## config.mk

```make
export PLATFORM = sky130hd
export DESIGN_NAME = srlm_ctrl
export DESIGN_NICKNAME = d
export VERILOG_FILES = /design/src/rtl/core/srlm_pkg.sv /design/src/rtl/core/srlm_ctrl.sv
export SDC_FILE = /design/constraint.sdc
export NUM_CORES = 1
export LEC_CHECK = 0
export BUFFER_PORTS_ARGS = -buffer_cell sky130_fd_sc_hd__buf_4
export CELL_PAD_IN_SITES_DETAIL_PLACEMENT = 2
export CELL_PAD_IN_SITES_GLOBAL_PLACEMENT = 2
export CORE_ASPECT_RATIO = 1.1
export CORE_MARGIN = 3
export CORE_UTILIZATION = 20
export CTS_BUF_LIST = sky130_fd_sc_hd__clkbuf_8
export CTS_CLUSTER_SIZE = 24
export DETAILED_ROUTE_END_ITERATION = 10
export MAX_ROUTING_LAYER = met4
export PLACE_DENSITY_LB_ADDON = 0.3
export SLEW_MARGIN = 20
export SYNTH_ARGS = -nofsm -noshare
export SYNTH_HDL_FRONTEND = slang
export SYNTH_SLANG_ARGS = --single-unit
```

## constraint.sdc

```tcl
create_clock -name i_clk -period 2.4 [get_ports i_clk]
set_input_delay 0.36 -clock i_clk [delete_from_list [all_inputs] [get_ports i_clk]]
set_output_delay 0.36 -clock i_clk [all_outputs]
set_load 0.01 [all_outputs]
```

## src/rtl/core/srlm_pkg.sv

```systemverilog
package srlm_pkg;
    localparam int COL_W = 10;
    localparam int VAL_W = 64;
    localparam int CNT_W = 16;

    localparam logic [1:0] FN_READ     = 2'd0;
    localparam logic [1:0] FN_PUT      = 2'd1;
    localparam logic [1:0] FN_ASSEMBLE = 2'd2;
    localparam logic [1:0] FN_CLEAR    = 2'd3;

    localparam logic [1:0] ST_OK   = 2'd0;
    localparam logic [1:0] ST_FULL = 2'd1;
    localparam logic [1:0] ST_SAT  = 2'd2;

    typedef struct packed {
        logic load;      // capture the item and the row length
        logic rd_slot;   // issue a slot read at the scan pointer
        logic rd_prev;   // issue a slot read one below the pointer
        logic adv;       // step the scan pointer up
        logic mark_pos;  // keep the insert position, move pointer to the row end
        logic shift;     // write the slot read below into the pointer, step down
        logic wr_new;    // write the new entry at the pointer
        logic wr_upd;    // overwrite or accumulate the found entry
        logic hit;       // take the read value as the result
        logic set_full;  // flag a refused insert
        logic clr_row;   // zero the row length
        logic init_step; // clear one row length after reset
        logic done;      // present the result
    } t_cmd;

    typedef struct packed {
        logic row_ok;
        logic col_ok;
        logic is_clear;
        logic is_read;
        logic scan_end;  // pointer reached the row length
        logic col_ge;    // column at pointer is >= requested column
        logic col_eq;
        logic row_full;
        logic at_pos;    // shift pointer reached the insert position
        logic init_last; // last row length of the clearing pass
    } t_sts;
endpackage

```

## src/rtl/core/srlm_ctrl.sv

```systemverilog
module srlm_ctrl (
    input  logic           i_clk,
    input  logic           i_rst_n,
    input  logic           i_go,
    input  srlm_pkg::t_sts i_sts,
    output srlm_pkg::t_cmd o_cmd,
    output logic           o_busy
);
    localparam logic [2:0] S_IDLE = 3'd0;
    localparam logic [2:0] S_LOAD = 3'd1;
    localparam logic [2:0] S_RD   = 3'd2;
    localparam logic [2:0] S_CMP  = 3'd3;
    localparam logic [2:0] S_SHF  = 3'd4;
    localparam logic [2:0] S_SHW  = 3'd5;
    localparam logic [2:0] S_DONE = 3'd6;
    localparam logic [2:0] S_INIT = 3'd7;

    logic [2:0] r_state, n_state;

    always_ff @(posedge i_clk) begin
        if (!i_rst_n) r_state <= S_INIT;
        else r_state <= n_state;
    end

    always_comb begin
        n_state = r_state;
        o_cmd   = '0;
        case (r_state)
            S_INIT: begin
                o_cmd.init_step = 1'b1;
                if (i_sts.init_last) n_state = S_IDLE;
            end
            S_IDLE: begin
                if (i_go) begin
                    o_cmd.load = 1'b1;
                    n_state = S_LOAD;
                end
            end
            S_LOAD: begin
                if (!i_sts.row_ok) begin
                    n_state = S_DONE;
                end else if (i_sts.is_clear) begin
                    o_cmd.clr_row = 1'b1;
                    n_state = S_DONE;
                end else if (!i_sts.col_ok) begin
                    n_state = S_DONE;
                end else begin
                    n_state = S_RD;
                end
            end
            S_RD: begin
                if (i_sts.scan_end) begin
                    // not found: append at the end of the row
                    if (i_sts.row_full) o_cmd.set_full = !i_sts.is_read;
                    else o_cmd.wr_new = !i_sts.is_read;
                    n_state = S_DONE;
                end else begin
                    o_cmd.rd_slot = 1'b1;
                    n_state = S_CMP;
                end
            end
            S_CMP: begin
                if (!i_sts.col_ge) begin
                    o_cmd.adv = 1'b1;
                    n_state = S_RD;
                end else if (i_sts.col_eq) begin
                    if (i_sts.is_read) o_cmd.hit = 1'b1;
                    else o_cmd.wr_upd = 1'b1;
                    n_state = S_DONE;
                end else if (i_sts.is_read) begin
                    n_state = S_DONE;
                end else if (i_sts.row_full) begin
                    o_cmd.set_full = 1'b1;
                    n_state = S_DONE;
                end else begin
                    o_cmd.mark_pos = 1'b1;
                    n_state = S_SHF;
                end
            end
            S_SHF: begin
                if (i_sts.at_pos) begin
                    o_cmd.wr_new = 1'b1;
                    n_state = S_DONE;
                end else begin
                    o_cmd.rd_prev = 1'b1;
                    n_state = S_SHW;
                end
            end
            S_SHW: begin
                o_cmd.shift = 1'b1;
                n_state = S_SHF;
            end
            S_DONE: begin
                o_cmd.done = 1'b1;
                n_state = S_IDLE;
            end
            default: n_state = S_IDLE;
        endcase
    end

    assign o_busy = (r_state != S_IDLE);
endmodule

```

Yosys cells after proc, flatten, opt, wreduce, memory -nomap -nowiden
Index checks and enable logic that the tools add are counted.

storage, ports and cells
  input bits = 13
  output and inout bits = 14
  register bits after elaboration = 3

operators by class
  reductions and logical operators = 4
  equal/unequal tests = 9
  mux-type cells = 45

operators by type and width
  operator            number
  $mux 3              10
  $mux 1              27
  $pmux 3 s8          1
  $eq 3x3->1 const B  4
  $mux 2              5
  $eq 3x2->1 const B  2
  $ne 2x2->1 const B  2
  $pmux 1 s2          2
  $eq 3x1->1 const B  1
  $logic_not 3->1     1
  $reduce_bool 3->1   1
  $reduce_and 2->1    1
  $logic_not 1->1     1

Longest topological paths before layout
Gate-level depths: netlist of run 1.

  depth after elaboration = 5
  depth in mapped cells = 5
  mapped depth without buffers = 3

Least setup slack after synthesis of run 1
Ideal clock, no wire load.

  path kind = register -> output
  start point = reg r_state[2]
  end point = out o_cmd[11] in the netlist's numbering
  setup slack = 983 ps
  cell stages (with the launch flop) = 4
  data arrival time = 1057 ps
  path buffers = 2
  required time = 2040 ps
  cells stage by stage = dfxtp_1 -> buf_2 -> buf_2 -> nor4b_1

RTL lines
  what                    RTL line         source
  from (decl)             srlm_ctrl.sv:18  logic [2:0] r_state, n_state;
  from (signal assigned)  srlm_ctrl.sv:22  else r_state <= n_state;
  to (decl)               srlm_ctrl.sv:6   output srlm_pkg::t_cmd o_cmd,

==> results of run 1 <==
[stage by stage]
| stage | instances | utilization, % | setup WS [ps] | power (uW) | instance area (um^2) |
|---|---|---|---|---|---|
| global route | 90 | 36.3 | 394 | 377 | 579 |
| CTS | 90 | 36.3 | 521 | 355 | 579 |
| floorplan | 47 | - | 983 | 156 | 344 |
| global placement | 86 | 33.5 | 805 | 205 | 534 |
| detailed placement | 86 | 33.5 | 767 | 209 | 534 |
| finish | 90 | 36.3 | 535 | 350 | 579 |
[how the worst max path moves through the flow]
stage,end,depth (start not counted)
after floorplan,o_cmd[11],3
after detailed placement,o_cmd[3],4
after global placement,o_cmd[3],4
after CTS,o_cmd[3],4
after global routing,o_cmd[3],4
final,o_cmd[3],4
[cells in the mapped netlist, drive strengths merged (2+ instances only)]
library cell / n
and4b: 2
nand3: 2
and2: 2
nand4b: 2
buf: 4
nor2: 7
o31ai: 2
dfxtp: 3
and3b: 2
nor2b: 2
o21ai: 3
nand2: 3
and3: 2
[kinds of logic after synthesis]
family,count (synthesis),share of synthesized area (%)
compound gates,8,17.5
buf+inv,5,8.72
simple gates,31,56.4
flops,3,17.5
[final cells by class]
class                      count  area, um^2  area share [%]
clock inverter                 1        3.75           0.648
sequential                     3        60.1            10.4
tap                           17        21.3            3.67
inverter                       1        3.75           0.648
clock buffer                   3        41.3            7.13
timing repair buffer          26         195            33.7
multi-input combinational     39         254            43.8
[routing by layer]
metal	global-route usage (%)	up-vias
li1	-	230
met1	16.5	199
met2	20.0	20
met3	1.46	2
met4	5.85	0
met5	-	-
[power groups by stage]
stage	Clock (uW)	Combinational [uW]	Sequential, uW
4_1_cts	146	115	93.7
3_3_place_gp	0	113	92.3
6_report	144	113	93.2
2_1_floorplan	0	90.3	65.9
5_1_grt	153	125	98.6
3_5_place_dp	0	115	94.1
[worst max-delay path: stages, from the launching register on]
cell and delay [ps]:
dfxtp_1 640, nand4bb_1 250, o21ai_0 90, and2_1 160, buf_4 140
==> out/results.ini, run 1 <==
[outcome]
status = finished, final reports clean

[power]
cellLeakagePower_uw = 0.000287
internal_power_uw = 234
netSwitchingFraction_pct = 33.1
seqPwrFrac_pct = 26.7
p_comb_share_pct = 32.3
ir_worst_vdd_uv = 150
p_clk_share_pct = 41.1
p_switching_uw = 116
power.density_nw_per_um2 = 603

[sta]
hold_violations = 0
timing.final.crit_share_pct = 77.7
slew_headroom_pct = 64.5
timing.fmax_mhz = 536
rsz0062_at_grt = no
setup_viol = 0
worstMarginPinSlew_ps = 532
holdWs_ps = 463
layout_min_cycle_time_ps = 1870
slew_violations = 0
skew_ps = 0.117
tns_ps = 0

[synthesis]
synth-edff-count = 0
yosysSeqAreaShare_pct = 17.5
ys_async_sr_fraction_pct = 0
yosys_warnings = 0
syn_avg_cell_area_um2 = 7.32
ys_top_cells_by_area = dfxtp_1 17%, nor2_1 7.6%, and4b_1 5.8%, and3b_1 5.1%, nand4b_1 5.1%
syn_inst = 47
netlist_area_um2 = 344
synth.distinct_cells = 26
yosysTopAreaCellShare_pct = 17.5
synth_nets = 60
ys_seq_elements = 3
yosysTopAreaCell = dfxtp_1
synthFlopType = dfxtp_1

[cells_and_area]
largest_reg_flops = 3
fillers = 188
antenna_cells = 0
top_register = r_state
reg_top3 = r_state x3
final_cell_mix = 26 x buf_4, 7 x nor2_1, 3 x nand2_1, 3 x clkbuf_8, 3 x dfxtp_1
drive_gt1_share_pct = 41.1
final_common_cell = buf_4
finalNetCount = 87
areaGrowthSynthToFinish_pct = 68.4

[detailed_routing]
routed_wl_um = 1290
wire_per_inst_um = 14.3
drtPass1Iterations = 4
wl_met1_um = 571
viasPerCell = 5.01
ant_nets = 0
routed.top_layer = met4
vias = 451
wl_met2_um = 618
drc = 0
drt_iter0_drc = 4
dr_wl_met3_um = 86

[cts]
cts_made_buffers = 3
cts_tree = yes
cts_hold_buf = 0
post-cts-setup-buffer-count = 0
clk_latency_ps = 220
clkSlewWorstSetupHoldPaths_ps = 30
cts_resized = 0
cts-root-buf = clkbuf_8
cts.sink_count = 3
h-tree-depth = 1
clk_path_buf_depth = 2

[setup_path]
crit_arrival_ps = 1510
crit_start = r_state[2]
critPathKind = reg -> out
startpoint_type = flip-flop
end_kind = output pin
rr_startpoint = r_state[2]
crit_required_ps = 2040
rr_worst_depth = 3
cp_max_fo = 19
r2r-end = r_state[2]
r2r_slack_ps = 1110

[flow_run]
maxCapViolations = 0

[die]
die_area_um2 = 2250
core_um2 = 1600
die_w_um = 45.5
pin_count = 27
rows = 15
start_util_pct = 21.6
chipHeight_um = 49.5

[worst_hold_path]
hp-start = i_sts[1]
hold_depth = 3
hp-class = in -> reg
hold_path_end = r_state[1]

[global_routing]
grt_pass1_vias = 486
grt_pass1_wl_um = 2180
antenna_found_initial = 0
gr-total-overflow = 0
grt_max_degree = 20
grt_util_all_layers_pct = 13.0

[placement]
place_congestion = 0.669
port_buffers = 26

Note: power is estimated with default switching activity, not from simulation.
==> run 2, diff against run 1 <==
--- a/config.mk
+++ b/config.mk
@@ -5,12 +5,13 @@
 export SDC_FILE = /design/constraint.sdc
 export NUM_CORES = 1
 export LEC_CHECK = 0
+export ABC_AREA = 1
 export BUFFER_PORTS_ARGS = -buffer_cell sky130_fd_sc_hd__buf_4
 export CELL_PAD_IN_SITES_DETAIL_PLACEMENT = 2
 export CELL_PAD_IN_SITES_GLOBAL_PLACEMENT = 2
 export CORE_ASPECT_RATIO = 1.1
 export CORE_MARGIN = 3
-export CORE_UTILIZATION = 20
+export CORE_UTILIZATION = 17
 export CTS_BUF_LIST = sky130_fd_sc_hd__clkbuf_8
 export CTS_CLUSTER_SIZE = 24
 export DETAILED_ROUTE_END_ITERATION = 10
==> constraint.sdc (replaced) <==
create_clock -name i_clk -period 1.9 [get_ports i_clk]
set_input_delay 0.285 -clock i_clk [delete_from_list [all_inputs] [get_ports i_clk]]
set_output_delay 0.285 -clock i_clk [all_outputs]
set_load 0.01 [all_outputs]
==> out/results.ini, run 2 <==
[power]
cellLeakagePower_uw = 0.000352  ; +23%
ir_worst_vdd_uv = 532  ; +250%
power.density_nw_per_um2 = 853  ; +41%
power_uw = 543  ; +55%

[cells_and_area]
final_cell_mix = 26 x buf_4, 14 x inv_1, 14 x nor2_1
final_common_cell = buf_4
antenna_cells = 0  ; unchanged
largest_reg_flops = 3  ; unchanged
finalInstanceArea_um2 = 637  ; +9.9%
multi_input_area_um2 = 246  ; -3.0%
seq_area_um2 = 60.1  ; unchanged
finalNonFillerCells = 122  ; +36%
fillers = 243  ; +29%
top_register = r_state
areaGrowthSynthToFinish_pct = 75.5
reg_top3 = r_state x3
finalNetCount = 109  ; +25%
drive_gt1_share_pct = 41.1  ; -0.043 points

[synthesis]
yosys_warnings = 0  ; unchanged
synthFlopType = dfxtp_1
synth_nets = 78  ; +30%
yosysTopAreaCell = dfxtp_1
yosysSeqAreaShare_pct = 16.6  ; -0.90 points
ys_top_cells_by_area = dfxtp_1 17%, nor2_1 14%, inv_1 13%, nand2_1 10%, nand3_1 9.7%
syn_avg_cell_area_um2 = 5.58  ; -24%
syn_inst = 65  ; +38%
synth-edff-count = 0  ; unchanged
ys_seq_elements = 3  ; unchanged
yosys-top-cells-count = 14 x nor2_1, 13 x inv_1, 10 x nand2_1
ys_async_sr_fraction_pct = 0  ; unchanged
synth_most_common_cell = nor2_1
netlist_area_um2 = 363  ; +5.5%
synth.distinct_cells = 16  ; -38%
yosysTopAreaCellShare_pct = 16.6  ; -0.90 points

[cts]
cts.sink_count = 3  ; unchanged
clk_latency_ps = 220  ; about the same
post-cts-setup-buffer-count = 0  ; unchanged
cts_made_buffers = 3  ; unchanged
cts_tree = yes
clk_path_buf_depth = 2  ; unchanged
cts-root-buf = clkbuf_8
cts_resized = 0  ; unchanged
h-tree-depth = 1  ; unchanged
cts_hold_buf = 0  ; unchanged
clkSlewWorstSetupHoldPaths_ps = 30  ; about the same

[global_routing]
antenna_found_initial = 0  ; unchanged
grt_pass1_vias = 571  ; +17%
grt_pass1_wl_um = 2680  ; +23%
grt_util_all_layers_pct = 13.5  ; +0.49 points
grt_max_degree = 8  ; -60%
gr-total-overflow = 0  ; unchanged

[sta]
rsz0062_at_grt = no
timing.final.crit_share_pct = 86.6
setup_viol = 0  ; unchanged
layout_min_cycle_time_ps = 1650
tns_ps = 0  ; unchanged
slew_headroom_pct = 81.0  ; +17 points
hold_violations = 0  ; unchanged
holdWs_ps = 419  ; -44.1 ps
slew_violations = 0  ; unchanged
skew_ps = 2.80  ; +2.68 ps
worstMarginPinSlew_ps = 284  ; -248 ps
timing.fmax_mhz = 608

[detailed_routing]
drt_iter0_drc = 10  ; +6
ant_nets = 0  ; unchanged
vias = 514  ; +14%
wire_per_inst_um = 12.6  ; -12%
drc = 0  ; unchanged
viasPerCell = 4.21  ; -16%
routed_wl_um = 1540  ; +19%
drtPass1Iterations = 2  ; -2

[setup_path]
critical_path.cell_chain = nand3_2 -> nor2_4 -> inv_2 -> nor3_2 -> buf_4
critPathMaxStageDelay_ps = 470  ; -170 ps
startpoint_type = flip-flop
critPathKind = reg -> out
crit_required_ps = 1620  ; -420 ps
end_kind = output pin
cp_max_fo = 7  ; -12
crit_arrival_ps = 1360  ; -150 ps
critPathSlowestCell = dfxtp_1

[flow_run]
maxCapViolations = 0  ; unchanged

[placement]
numPlacedInstances = 118  ; +37%
port_buffers = 26  ; unchanged
placedInstanceArea_um2 = 592  ; +11%
hpwl_um = 1340
place_congestion = 0.743  ; +11%

[outcome]
status = finished, final reports clean

[die]
pin_count = 27  ; unchanged
rows = 16  ; +1
core_um2 = 1900  ; +19%
start_util_pct = 19.1  ; -2.5 points
die_w_um = 50.1  ; +9.9%
die_area_um2 = 2730  ; +21%
chipHeight_um = 54.5  ; +10%

[worst_hold_path]
hp-class = in -> reg

==> run 2: cell count changes after synthesis, sizes merged, moves of 4 or more <==
cell | before | now
buf | 4 | 0
nand3 | 2 | 8
inv | 1 | 15
nor2 | 7 | 16
nand2 | 3 | 11
nor3 | 1 | 5
==> run 2: cells by family after synthesis <==
logic type / Yosys count / synth area share [%]
AOI/OAI and AO/OA: 6 / 11.4
buffers and inverters: 15 / 15.5
DFF: 3 / 16.6
and+or+nand+nor: 41 / 56.6
==> run 2: per-stage QoR <==
step | setup WS (ps) | util [%]
3_5_place_dp | 452 | 31.1
6_report | 255 | 33.5
2_1_floorplan | 706 | -
3_3_place_gp | 520 | 31.1
4_1_cts | 224 | 33.5
5_1_grt | 109 | 33.5
==> run 2: area by class of cell <==
type                       count  share of cell area (%)
multi-input combinational     47                    38.7
clock inverter                 1                   0.589
clock buffer                   3                    6.48
timing repair buffer          26                    30.6
tap                           27                    5.30
inverter                      15                    8.84
sequential                     3                    9.43
==> run 2: path summary, 6_finish.rpt <==
path	slack, ps	cells past startpoint	start	end
max	250	5	r_state[0]	o_cmd[5]
min	420	4	i_sts[4]	r_state[1]
max reg2reg	730	5	r_state[0]	r_state[2]
min reg2reg	710	4	r_state[2]	r_state[2]
==> run 2: metal layers <==
metal	GRT usage [%]	up-vias	share of wire, %
met5	-	-	0
met4	5.53	0	1.2
met3	2.18	2	3.8
met2	25.7	16	56
met1	13.9	237	39
li1	-	259	-
==> run 2: critical path, delay by kind of cell, from the launching register on <==
family	cells	cell delay (ps)
buffers and inverters	2	210
and+or+nand+nor	3	460
DFF	1	470
==> run 2: report_power, final <==
part | leakage, uW | total (uW) | internal, uW | switching, uW
Sequential | 0.0000252 | 108 | 81.3 | 26.6
Clock | 0.0000269 | 184 | 138 | 45.9
Combinational | 0.000300 | 252 | 103 | 149
Total | 0.000352 | 543 | 322 | 221
